File: src/hw/rtl/hrht_pkg.sv
// Types, codes and character constants for the HTTP request head tokenizer.
`default_nettype none

package hrht_pkg;

  // Characters the tokenizer reacts to
  localparam logic [7:0] CH_CR    = 8'h0D;
  localparam logic [7:0] CH_LF    = 8'h0A;
  localparam logic [7:0] CH_COLON = 8'h3A;
  localparam logic [7:0] CH_SP    = 8'h20;
  localparam logic [7:0] CH_HT    = 8'h09;
  localparam logic [7:0] CH_CTL_LO = 8'h09;
  localparam logic [7:0] CH_CTL_HI = 8'h0D;

  // Parse phase of the current request
  typedef enum logic [1:0] {
    PH_REQ_LINE = 2'd0,
    PH_HEADERS  = 2'd1,
    PH_DONE     = 2'd2,
    PH_REJECTED = 2'd3
  } phase_e;

  // Position inside a header line
  typedef enum logic [1:0] {
    HP_START = 2'd0,
    HP_NAME  = 2'd1,
    HP_BLANK = 2'd2,
    HP_VALUE = 2'd3
  } hpos_e;

  // Role of a content byte
  typedef enum logic [2:0] {
    ROLE_NONE    = 3'd0,
    ROLE_METHOD  = 3'd1,
    ROLE_PATH    = 3'd2,
    ROLE_VERSION = 3'd3,
    ROLE_HNAME   = 3'd4,
    ROLE_HVALUE  = 3'd5
  } role_e;

  // Line and request events
  typedef enum logic [2:0] {
    EV_NONE      = 3'd0,
    EV_REQ_OK    = 3'd1,
    EV_HDR_COMMIT = 3'd2,
    EV_HDR_DROP  = 3'd3,
    EV_HDR_END   = 3'd4,
    EV_REJECT    = 3'd5,
    EV_COMPLETE  = 3'd6
  } ev_e;

  localparam logic [1:0] TOK_MAX = 2'd3;

  // Input request payload
  typedef struct packed {
    logic [7:0] in_byte;
    logic       end_of_request;
  } in_req_t;

  // Result payload
  typedef struct packed {
    logic [7:0] out_byte;
    logic [2:0] role;
    logic [2:0] event_res;
    logic       last_of_run;
  } out_res_t;

  // Tokenizer state carried from byte to byte
  typedef struct packed {
    phase_e     phase;
    logic [1:0] tok_cnt;
    logic       in_tok;
    hpos_e      hpos;
    logic       held_cr;
  } tok_state_t;

  // State update plus an optional result
  typedef struct packed {
    tok_state_t st;
    logic       vld;
    out_res_t   res;
  } step_t;

endpackage

`default_nettype wire

File: src/hw/rtl/http_request_head_tokenizer.sv
// Top level of the HTTP request head tokenizer: input register, classifier, result queue.
`default_nettype none

// Streaming tokenizer for an HTTP/1.1 request head. Each accepted request
// carries one raw byte; the block tags content bytes as method, path, version,
// header name or header value and reports line outcomes and the end of the
// request as event results. A byte passes from the input register through the
// classifier into a two-entry result queue whose head drives the output. The
// results of a byte load only once the queue is empty or its last is taken.
// Bytes that cause zero or one result are taken one per cycle while the
// consumer takes each result; a byte that causes two results (a line closed by
// the end mark, or a held CR followed by content) fills the result queue, and
// the next byte waits in the input register until the second of them is taken.
// The consumer builds the header store from the tagged bytes and events.
module http_request_head_tokenizer (
  input  wire logic               clk_i,
  input  wire logic               rst_ni,
  input  wire logic               in_valid_i,
  output logic                    in_ready_o,
  input  wire hrht_pkg::in_req_t  in_req_i,
  output logic                    out_valid_o,
  input  wire logic               out_ready_i,
  output hrht_pkg::out_res_t      out_res_o
);

  // Input register
  logic                 in_vld_q;
  hrht_pkg::in_req_t    in_q;

  // Tokenizer state
  hrht_pkg::tok_state_t st_q, st_d;

  // Result queue
  logic [1:0]           cnt_q, cnt_d;
  hrht_pkg::out_res_t   res0_q, res0_d, res1_q, res1_d;

  // Results of the byte in the input register
  hrht_pkg::out_res_t   r0, r1;
  logic [1:0]           ncnt;

  logic proc_fire;
  logic pop;

  // Build an event result
  function automatic hrht_pkg::out_res_t ev_res(hrht_pkg::ev_e e);
    hrht_pkg::out_res_t r;
    r           = '0;
    r.event_res = e;
    return r;
  endfunction

  // Role of a request-line token by its number
  function automatic hrht_pkg::role_e tok_role(logic [1:0] n);
    hrht_pkg::role_e r;
    case (n)
      2'd1:    r = hrht_pkg::ROLE_METHOD;
      2'd2:    r = hrht_pkg::ROLE_PATH;
      2'd3:    r = hrht_pkg::ROLE_VERSION;
      default: r = hrht_pkg::ROLE_NONE;
    endcase
    return r;
  endfunction

  // Classify one content byte
  function automatic hrht_pkg::step_t do_content(hrht_pkg::tok_state_t s, logic [7:0] c);
    hrht_pkg::step_t r;
    logic            blank;
    r        = '0;
    r.st     = s;
    r.res.out_byte = c;
    blank    = c inside {hrht_pkg::CH_SP, [hrht_pkg::CH_CTL_LO:hrht_pkg::CH_CTL_HI]};
    case (s.phase)
      hrht_pkg::PH_REQ_LINE: begin
        if (blank) begin
          r.st.in_tok = 1'b0;
        end else if (s.in_tok) begin
          r.vld      = 1'b1;
          r.res.role = tok_role(s.tok_cnt);
        end else if (s.tok_cnt != hrht_pkg::TOK_MAX) begin
          r.st.tok_cnt = s.tok_cnt + 2'd1;
          r.st.in_tok  = 1'b1;
          r.vld        = 1'b1;
          r.res.role   = tok_role(s.tok_cnt + 2'd1);
        end
      end
      hrht_pkg::PH_HEADERS: begin
        case (s.hpos)
          hrht_pkg::HP_START, hrht_pkg::HP_NAME: begin
            if (c == hrht_pkg::CH_COLON) begin
              r.st.hpos = hrht_pkg::HP_BLANK;
            end else begin
              r.st.hpos  = hrht_pkg::HP_NAME;
              r.vld      = 1'b1;
              r.res.role = hrht_pkg::ROLE_HNAME;
            end
          end
          hrht_pkg::HP_BLANK: begin
            if (c != hrht_pkg::CH_SP && c != hrht_pkg::CH_HT) begin
              r.st.hpos  = hrht_pkg::HP_VALUE;
              r.vld      = 1'b1;
              r.res.role = hrht_pkg::ROLE_HVALUE;
            end
          end
          default: begin
            r.vld      = 1'b1;
            r.res.role = hrht_pkg::ROLE_HVALUE;
          end
        endcase
      end
      default: ;
    endcase
    if (!r.vld) begin
      r.res = '0;
    end
    return r;
  endfunction

  // Close a line on CRLF
  function automatic hrht_pkg::step_t do_line_end(hrht_pkg::tok_state_t s);
    hrht_pkg::step_t r;
    r     = '0;
    r.st  = s;
    r.vld = 1'b1;
    if (s.phase == hrht_pkg::PH_REQ_LINE) begin
      if (s.tok_cnt == hrht_pkg::TOK_MAX) begin
        r.res      = ev_res(hrht_pkg::EV_REQ_OK);
        r.st.phase = hrht_pkg::PH_HEADERS;
      end else begin
        r.res      = ev_res(hrht_pkg::EV_REJECT);
        r.st.phase = hrht_pkg::PH_REJECTED;
      end
      r.st.tok_cnt = 2'd0;
      r.st.in_tok  = 1'b0;
    end else if (s.hpos == hrht_pkg::HP_START) begin
      r.res      = ev_res(hrht_pkg::EV_HDR_END);
      r.st.phase = hrht_pkg::PH_DONE;
    end else if (s.hpos == hrht_pkg::HP_NAME) begin
      r.res = ev_res(hrht_pkg::EV_HDR_DROP);
    end else begin
      r.res = ev_res(hrht_pkg::EV_HDR_COMMIT);
    end
    r.st.hpos = hrht_pkg::HP_START;
    return r;
  endfunction

  // Classify the registered byte
  always_comb begin
    hrht_pkg::step_t s1, s2;
    logic [7:0]      c;
    logic            line_done;
    c         = in_q.in_byte;
    st_d      = st_q;
    r0        = '0;
    r1        = '0;
    ncnt      = 2'd0;
    line_done = 1'b0;
    s1        = '0;
    s2        = '0;
    if (in_q.end_of_request) begin
      if (st_q.phase == hrht_pkg::PH_REQ_LINE || st_q.phase == hrht_pkg::PH_HEADERS) begin
        if (st_q.held_cr && c == hrht_pkg::CH_LF) begin
          s1   = do_line_end(st_q);
          r0   = s1.res;
          ncnt = 2'd1;
          if (s1.st.phase == hrht_pkg::PH_HEADERS || s1.st.phase == hrht_pkg::PH_DONE) begin
            r1   = ev_res(hrht_pkg::EV_COMPLETE);
            ncnt = 2'd2;
          end
        end else if (st_q.phase == hrht_pkg::PH_REQ_LINE) begin
          r0   = ev_res(hrht_pkg::EV_REJECT);
          ncnt = 2'd1;
        end else begin
          r0   = ev_res(hrht_pkg::EV_HDR_DROP);
          r1   = ev_res(hrht_pkg::EV_COMPLETE);
          ncnt = 2'd2;
        end
      end else if (st_q.phase == hrht_pkg::PH_DONE) begin
        r0   = ev_res(hrht_pkg::EV_COMPLETE);
        ncnt = 2'd1;
      end
      // Return to the reset state for the next request
      st_d = '{phase: hrht_pkg::PH_REQ_LINE, tok_cnt: 2'd0, in_tok: 1'b0,
               hpos: hrht_pkg::HP_START, held_cr: 1'b0};
    end else if (st_q.phase == hrht_pkg::PH_REQ_LINE ||
                 st_q.phase == hrht_pkg::PH_HEADERS) begin
      // Resolve a held CR first
      if (st_q.held_cr) begin
        st_d.held_cr = 1'b0;
        if (c == hrht_pkg::CH_LF) begin
          s1        = do_line_end(st_d);
          st_d      = s1.st;
          r0        = s1.res;
          ncnt      = 2'd1;
          line_done = 1'b1;
        end else begin
          s1   = do_content(st_d, hrht_pkg::CH_CR);
          st_d = s1.st;
          if (s1.vld) begin
            r0   = s1.res;
            ncnt = 2'd1;
          end
        end
      end
      // Then the byte itself
      if (!line_done) begin
        if (c == hrht_pkg::CH_CR) begin
          st_d.held_cr = 1'b1;
        end else begin
          s2   = do_content(st_d, c);
          st_d = s2.st;
          if (s2.vld) begin
            if (ncnt == 2'd0) begin
              r0 = s2.res;
            end else begin
              r1 = s2.res;
            end
            ncnt = ncnt + 2'd1;
          end
        end
      end
    end
    // Flag the final result of this byte
    if (ncnt == 2'd1) begin
      r0.last_of_run = 1'b1;
    end else if (ncnt == 2'd2) begin
      r1.last_of_run = 1'b1;
    end
  end

  // Handshakes: process when the queue will be empty after this cycle's pop
  assign out_valid_o = (cnt_q != 2'd0);
  assign out_res_o   = res0_q;
  assign pop         = out_valid_o && out_ready_i;
  assign proc_fire   = in_vld_q && ((cnt_q == 2'd0) || (cnt_q == 2'd1 && out_ready_i));
  assign in_ready_o  = !in_vld_q || proc_fire;

  // Load or drain the result queue
  always_comb begin
    cnt_d  = cnt_q;
    res0_d = res0_q;
    res1_d = res1_q;
    if (proc_fire) begin
      cnt_d  = ncnt;
      res0_d = r0;
      res1_d = r1;
    end else if (pop) begin
      cnt_d  = cnt_q - 2'd1;
      res0_d = res1_q;
    end
  end

  // Control registers
  always_ff @(posedge clk_i or negedge rst_ni) begin
    if (!rst_ni) begin
      in_vld_q <= 1'b0;
      cnt_q    <= 2'd0;
      st_q     <= '{phase: hrht_pkg::PH_REQ_LINE, tok_cnt: 2'd0, in_tok: 1'b0,
                    hpos: hrht_pkg::HP_START, held_cr: 1'b0};
    end else begin
      if (in_valid_i && in_ready_o) begin
        in_vld_q <= 1'b1;
      end else if (proc_fire) begin
        in_vld_q <= 1'b0;
      end
      cnt_q <= cnt_d;
      if (proc_fire) begin
        st_q <= st_d;
      end
    end
  end

  // Payload registers
  always_ff @(posedge clk_i) begin
    if (in_valid_i && in_ready_o) begin
      in_q <= in_req_i;
    end
    res0_q <= res0_d;
    res1_q <= res1_d;
  end

`ifndef ASSERT_OFF
  // Queue never holds more than two results
  a_cnt_range: assert property (@(posedge clk_i) disable iff (!rst_ni)
    cnt_q != 2'd3)
    else $error("result queue overflow");

  // A lone queued result is always the last of its byte
  a_last_flag: assert property (@(posedge clk_i) disable iff (!rst_ni)
    (out_valid_o && cnt_q == 2'd1) |-> out_res_o.last_of_run)
    else $error("single queued result lacks last_of_run");

  // A result carries content or an event, never both
  a_role_xor_ev: assert property (@(posedge clk_i) disable iff (!rst_ni)
    (out_valid_o && out_res_o.role != hrht_pkg::ROLE_NONE) |->
      (out_res_o.event_res == hrht_pkg::EV_NONE))
    else $error("result carries both role and event");

  // A held CR only exists while lines are still parsed
  a_held_cr_phase: assert property (@(posedge clk_i) disable iff (!rst_ni)
    st_q.held_cr |-> (st_q.phase == hrht_pkg::PH_REQ_LINE ||
                      st_q.phase == hrht_pkg::PH_HEADERS))
    else $error("held CR outside line parsing");

  // Being inside a token implies a token was started
  a_tok_cnt: assert property (@(posedge clk_i) disable iff (!rst_ni)
    st_q.in_tok |-> (st_q.tok_cnt != 2'd0))
    else $error("inside token with zero token count");
`endif

endmodule

`default_nettype wire
File: config.mk
export PLATFORM = sky130hd
export DESIGN_NAME = http_request_head_tokenizer
export DESIGN_NICKNAME = d
export VERILOG_FILES = /design/src/hw/rtl/hrht_pkg.sv /design/src/hw/rtl/http_request_head_tokenizer.sv
export SDC_FILE = /design/constraint.sdc
export NUM_CORES = 1
export LEC_CHECK = 0
export ABC_AREA = 0
export BUFFER_PORTS_ARGS = -buffer_cell sky130_fd_sc_hd__buf_2
export CAP_MARGIN = 40
export CORE_MARGIN = 2
export CORE_UTILIZATION = 62
export CTS_CLUSTER_DIAMETER = 40
export DETAILED_ROUTE_END_ITERATION = 7
export GPL_TIMING_DRIVEN = 0
export HOLD_SLACK_MARGIN = 0.15
export PLACE_DENSITY = 0.84
export SLEW_MARGIN = 20
export SYNTH_ARGS = -nofsm -noshare
export SYNTH_HDL_FRONTEND = slang
export SYNTH_SLANG_ARGS = --single-unit
File: constraint.sdc
create_clock -name clk_i -period 4.95 [get_ports clk_i]
set_input_delay 0.495 -clock clk_i [delete_from_list [all_inputs] [get_ports clk_i]]
set_output_delay 0.495 -clock clk_i [all_outputs]
set_load 0.01 [all_outputs]
## Word level (Yosys, flattened, before mapping)

Cells that the tools add are included.
Widths: inputs -> output; s select.

| word-level totals | value |
|---|---|
| register bits after elaboration | 50 |
| input bits | 13 |
| output and inout port bits | 17 |
| word-level logic and storage cells | 184 |

| cells by class | value |
|---|---|
| $add $sub $neg | 3 |
| magnitude comparators | 2 |
| eq/ne operators | 26 |
| mux-type cells | 110 |
| reductions and logical operators | 26 |

Operator list:

| cell | number |
|---|---|
| $mux 15 | 21 |
| $mux 2 | 25 |
| $mux 8 | 6 |
| $mux 1 | 31 |
| $mux 3 | 10 |
| $mux 4 | 6 |
| $eq 2x2->1 const B | 10 |
| $eq 2x1->1 const B | 9 |
| $eq 8x4->1 const B | 2 |
| $eq 8x6->1 const B | 2 |
| $logic_not 2->1 | 6 |
| $pmux 2 s3 | 2 |
| $pmux 3 s2 | 2 |
| $mux 11 | 1 |
| $reduce_bool 2->1 | 5 |
| $ge 8x4->1 const B | 1 |
| $le 8x4->1 const B | 1 |
| $ne 8x4->1 const B | 1 |
| $ne 8x6->1 const B | 1 |
| $pmux 2 s2 | 2 |
| $logic_and 1x1->1 | 7 |
| $mux 6 | 1 |
| $mux 5 | 1 |
| $add 2x1->2 const B | 2 |
| other kinds (7) | 12 |

## Depth between registers and ports, before layout

| logic depth | value |
|---|---|
| word-level depth | 25 |
| gate-level depth with buffers | 15 |
| gate-level depth less buffers | 14 |

## Worst setup path before layout

No wires, ideal clock.

| timing | value |
|---|---|
| path kind | register to register |
| from | reg in_q[5] (netlist name) |
| to | reg res0_q, in the netlist out_res_o[0], data pin |
| arrival time | 3.140 ns |
| data required time | 4.681 ns |
| path slack | 1.542 ns |
| stages on the path, launching flop included | 15 |
| path buffers | 0 |
| period minus slack after synthesis | 3.408 ns |
| cells stage by stage | edfxtp_1 > or4_4 > nor3_1 > nand2_1 > o21ai_0 > inv_1 > ha_1 > nand2_1 > nand2_1 > nand2_1 > ha_1 > o21ai_0 > o21ai_0 > a22oi_1 > o31ai_1 |

RTL lines:

| element | RTL line | text |
|---|---|---|
| start: declaration | http_request_head_tokenizer.sv:28 | `hrht_pkg::in_req_t in_q;` |
| start signal: assignment | http_request_head_tokenizer.sv:275 | `in_q <= in_req_i;` |
| end signal: assignment | http_request_head_tokenizer.sv:277 | `res0_q <= res0_d;` |
| end: declaration | http_request_head_tokenizer.sv:35 | `hrht_pkg::out_res_t res0_q, res0_d, res1_q, res1_d;` |

==> results.sh <==
export IMPL_io_buffers=29
export IMPL_rsz0062_at_grt="false"
export IMPL_clk_pin_slew_worst_paths_ns=0.08
export IMPL_track_usage=0.258
export IMPL_synth_cells=231
export IMPL_io_pins=30
export IMPL_wl_per_cell_um=16.7
export IMPL_final_common_cell="edfxtp_1"
export IMPL_cts_resized=0
export IMPL_post_route_period_util=0.826
export IMPL_root_buffer="clkbuf_8"
export IMPL_drc=1
export IMPL_async_flop_share=0.229
export IMPL_drtPass1Iterations=8
export IMPL_ir_worst_vdd_uv=323
export IMPL_clock_path_buffers=2
export IMPL_grt_pass1_wl_mm=8.70
export IMPL_dp_hpwl_mm=3.83
export IMPL_critPathRequiredTime_ns=4.98
export IMPL_drv_slew=0
export IMPL_yosys_area_share_simple=0.195
export IMPL_antenna_found_initial=0
export IMPL_dp_slack_ns=0.872
export IMPL_yosys_area_share_adder=0.0341
export IMPL_worst_pin_slew_ns=0.842
export IMPL_synth_seq_cells=48
export IMPL_syn_cell_area_um2=2560
export IMPL_worstPathArrival_ns=4.12
export IMPL_die_w_um=68.3
export IMPL_grt_pass1_vias=1833
export IMPL_fmax_mhz=245
export IMPL_gp_congestion=0.972
export IMPL_synth_edf_count=37
export IMPL_syn_to_final_growth_pct=11.5
export IMPL_synthDistinctLibCells=56
export IMPL_worstHoldPathCells=1
export IMPL_synth_compound_area_frac=0.182
export IMPL_grt_max_degree=23
export IMPL_p_leak_nw=1.17
export IMPL_seqCellArea_um2=1390
export IMPL_fp_dieH_um=68.3
export IMPL_syn_area_per_cell_um2=11.1
export IMPL_clock_sinks=48
export IMPL_p_per_area_nw_per_um2=511
export IMPL_final_nets=288
export IMPL_min_path_type="input port to flip-flop"
export IMPL_post_cts_buffers=0
export IMPL_ys_flop_type="edfxtp_1"
export IMPL_vias_per_cell=6.22
export IMPL_end_kind="flip-flop"
export IMPL_clk_latency_ns=0.30
export IMPL_worstRegToRegCells=14
export IMPL_fin_crit_ns=4.09
export IMPL_numCtsBuffers=5
export IMPL_crit_fanout=7
export IMPL_status="finished with violations"
export IMPL_worst_hold_slack_ns=0.374
export IMPL_postRouteAntennaNets=0
export IMPL_drt_iter0_drc=214
export IMPL_setup_violations_final=0
export IMPL_die_area_um2=4670
export IMPL_multiInputGateArea_um2=1090
export IMPL_fillers=298
export IMPL_finalHoldViolCount=0
export IMPL_diodes=0
export IMPL_core_area_um2=4000
export IMPL_syn_num_nets=251
export IMPL_fp_row_count=23
export IMPL_dpl_cell_count=310
export IMPL_yosysWarnings=0
export IMPL_slew_headroom=0.424
export IMPL_seq_area_frac_synth=0.540
export IMPL_power_total_mw=1.46
export IMPL_final_cell_mix="37 x edfxtp_1, 29 x buf_2, 28 x nand2_1"
export IMPL_fin_worst_skew_ns=0.00608
export IMPL_maxCapViolCount=0
export IMPL_synth_top_family_by_area="simple AND/OR/NAND/NOR gates"
export IMPL_layout_setup_ws_ns=0.863
export IMPL_overflow=0
export IMPL_violations="DRC"
export IMPL_vias=1979
export IMPL_routed_wl_mm=5.30
export IMPL_stdcell_count=318
export IMPL_synthXorXnorAreaFrac=0
export IMPL_start_util=0.641
export IMPL_htreeDepth=2
export IMPL_drive_gt1_frac=0.205
export IMPL_cp_start_kind="flip-flop"
export IMPL_muxShareOfSynthArea=0.0122
export IMPL_tns_ns=0
export IMPL_tritoncts="yes"
export IMPL_critPathKind="flip-flop to flip-flop"
[cells in the mapped netlist (all sizes together), types with 2 or more instances]
cell type / n / share of area
a2111oi: 2 / 0.014
a21oi: 9 / 0.019
a221o: 3 / 0.012
a22o: 7 / 0.024
a22oi: 2 / 0.0059
a41o: 2 / 0.0078
and2: 13 / 0.034
and3: 2 / 0.0049
buf: 2 / 0.0088
clkbuf: 5 / 0.0083
dfrtp: 11 / 0.11
edfxtp: 37 / 0.43
ha: 7 / 0.034
inv: 9 / 0.013
mux2i: 2 / 0.0078
nand2: 28 / 0.041
nand2b: 4 / 0.013
nand3: 6 / 0.012
nor2: 15 / 0.022
nor2b: 2 / 0.0049
nor3: 8 / 0.016
nor4: 4 / 0.016
o21ai: 22 / 0.043
o31a: 2 / 0.0073
o31ai: 3 / 0.0088
or4: 3 / 0.012
[metal layers]
layer,vias to the layer above,routed length [um],track usage
li1,932,-,-
met1,939,2310,0.347
met2,95,2560,0.424
met3,13,342,0.0428
met4,0,93,0.0875
met5,-,0,0
[worst max-delay path: stages (launching register included)]
cell and delay, ns:
edfxtp_1 0.49, or4_4 0.62, nor3_1 0.56, nand2_1 0.15
o21ai_0 0.40, inv_1 0.13, ha_1 0.26, nand2_1 0.08
nand2_1 0.16, nand2_1 0.12, ha_1 0.23, o21ai_0 0.14
o21ai_0 0.10, a22oi_1 0.29, o31ai_1 0.10
[final cells by class]
type,instances,area share
buffer,8,0.0184
clock buffer,5,0.0241
timing repair buffer,30,0.0543
sequential,48,0.485
clock inverter,2,0.00263
inverter,10,0.0131
tap,50,0.0219
multi-input combinational,165,0.381
[what timing repair did]
action / in CTS / in global routing
endpoints found under the hold margin: 11 / 0
endpoints found under the setup margin: 0 / 0
hold buffers: 1 / 0
[kinds of logic after synthesis]
| group | after synthesis |
|---|---|
| compound gates | 63 |
| fa+ha+maj | 7 |
| buf+inv | 18 |
| flops | 48 |
| mux | 3 |
| other cells | 1 |
| simple gates | 91 |
[stage by stage]
stage | instance area, um2 | utilization
floorplan | 2560 | -
global placement | 2770 | 0.693
detailed placement | 2770 | 0.693
CTS | 2860 | 0.715
global route | 2860 | 0.715
finish | 2860 | 0.715
[final timing paths]
kind | slack [ns] | startpoint | endpoint
setup / recovery | 0.86 | in_q[6] | out_res_o[0]
hold / removal | 0.37 | in_req_i[5] | in_q[5]
setup reg to reg | 0.86 | in_q[6] | out_res_o[0]
hold reg to reg | 0.53 | res1_q[0] | out_res_o[0]
max in group asynchronous | 4.16 | rst_ni | st_q[6]
min in group asynchronous | 0.59 | rst_ni | st_q[1]
[state kept, by name, summed over array words and instances (netlist names)]
name	flops
cnt_q	2
out_res_o	15
in_vld_q	1
st_q	8
res1_q	13
in_q	9
[power by group]
| group | internal (mW) | total, mW | switching, mW |
|---|---|---|---|
| logic | 0.208 | 0.555 | 0.347 |
| clock network | 0.0933 | 0.212 | 0.118 |
| registers | 0.633 | 0.693 | 0.0594 |
Note: power is estimated with default switching activity, not from simulation.
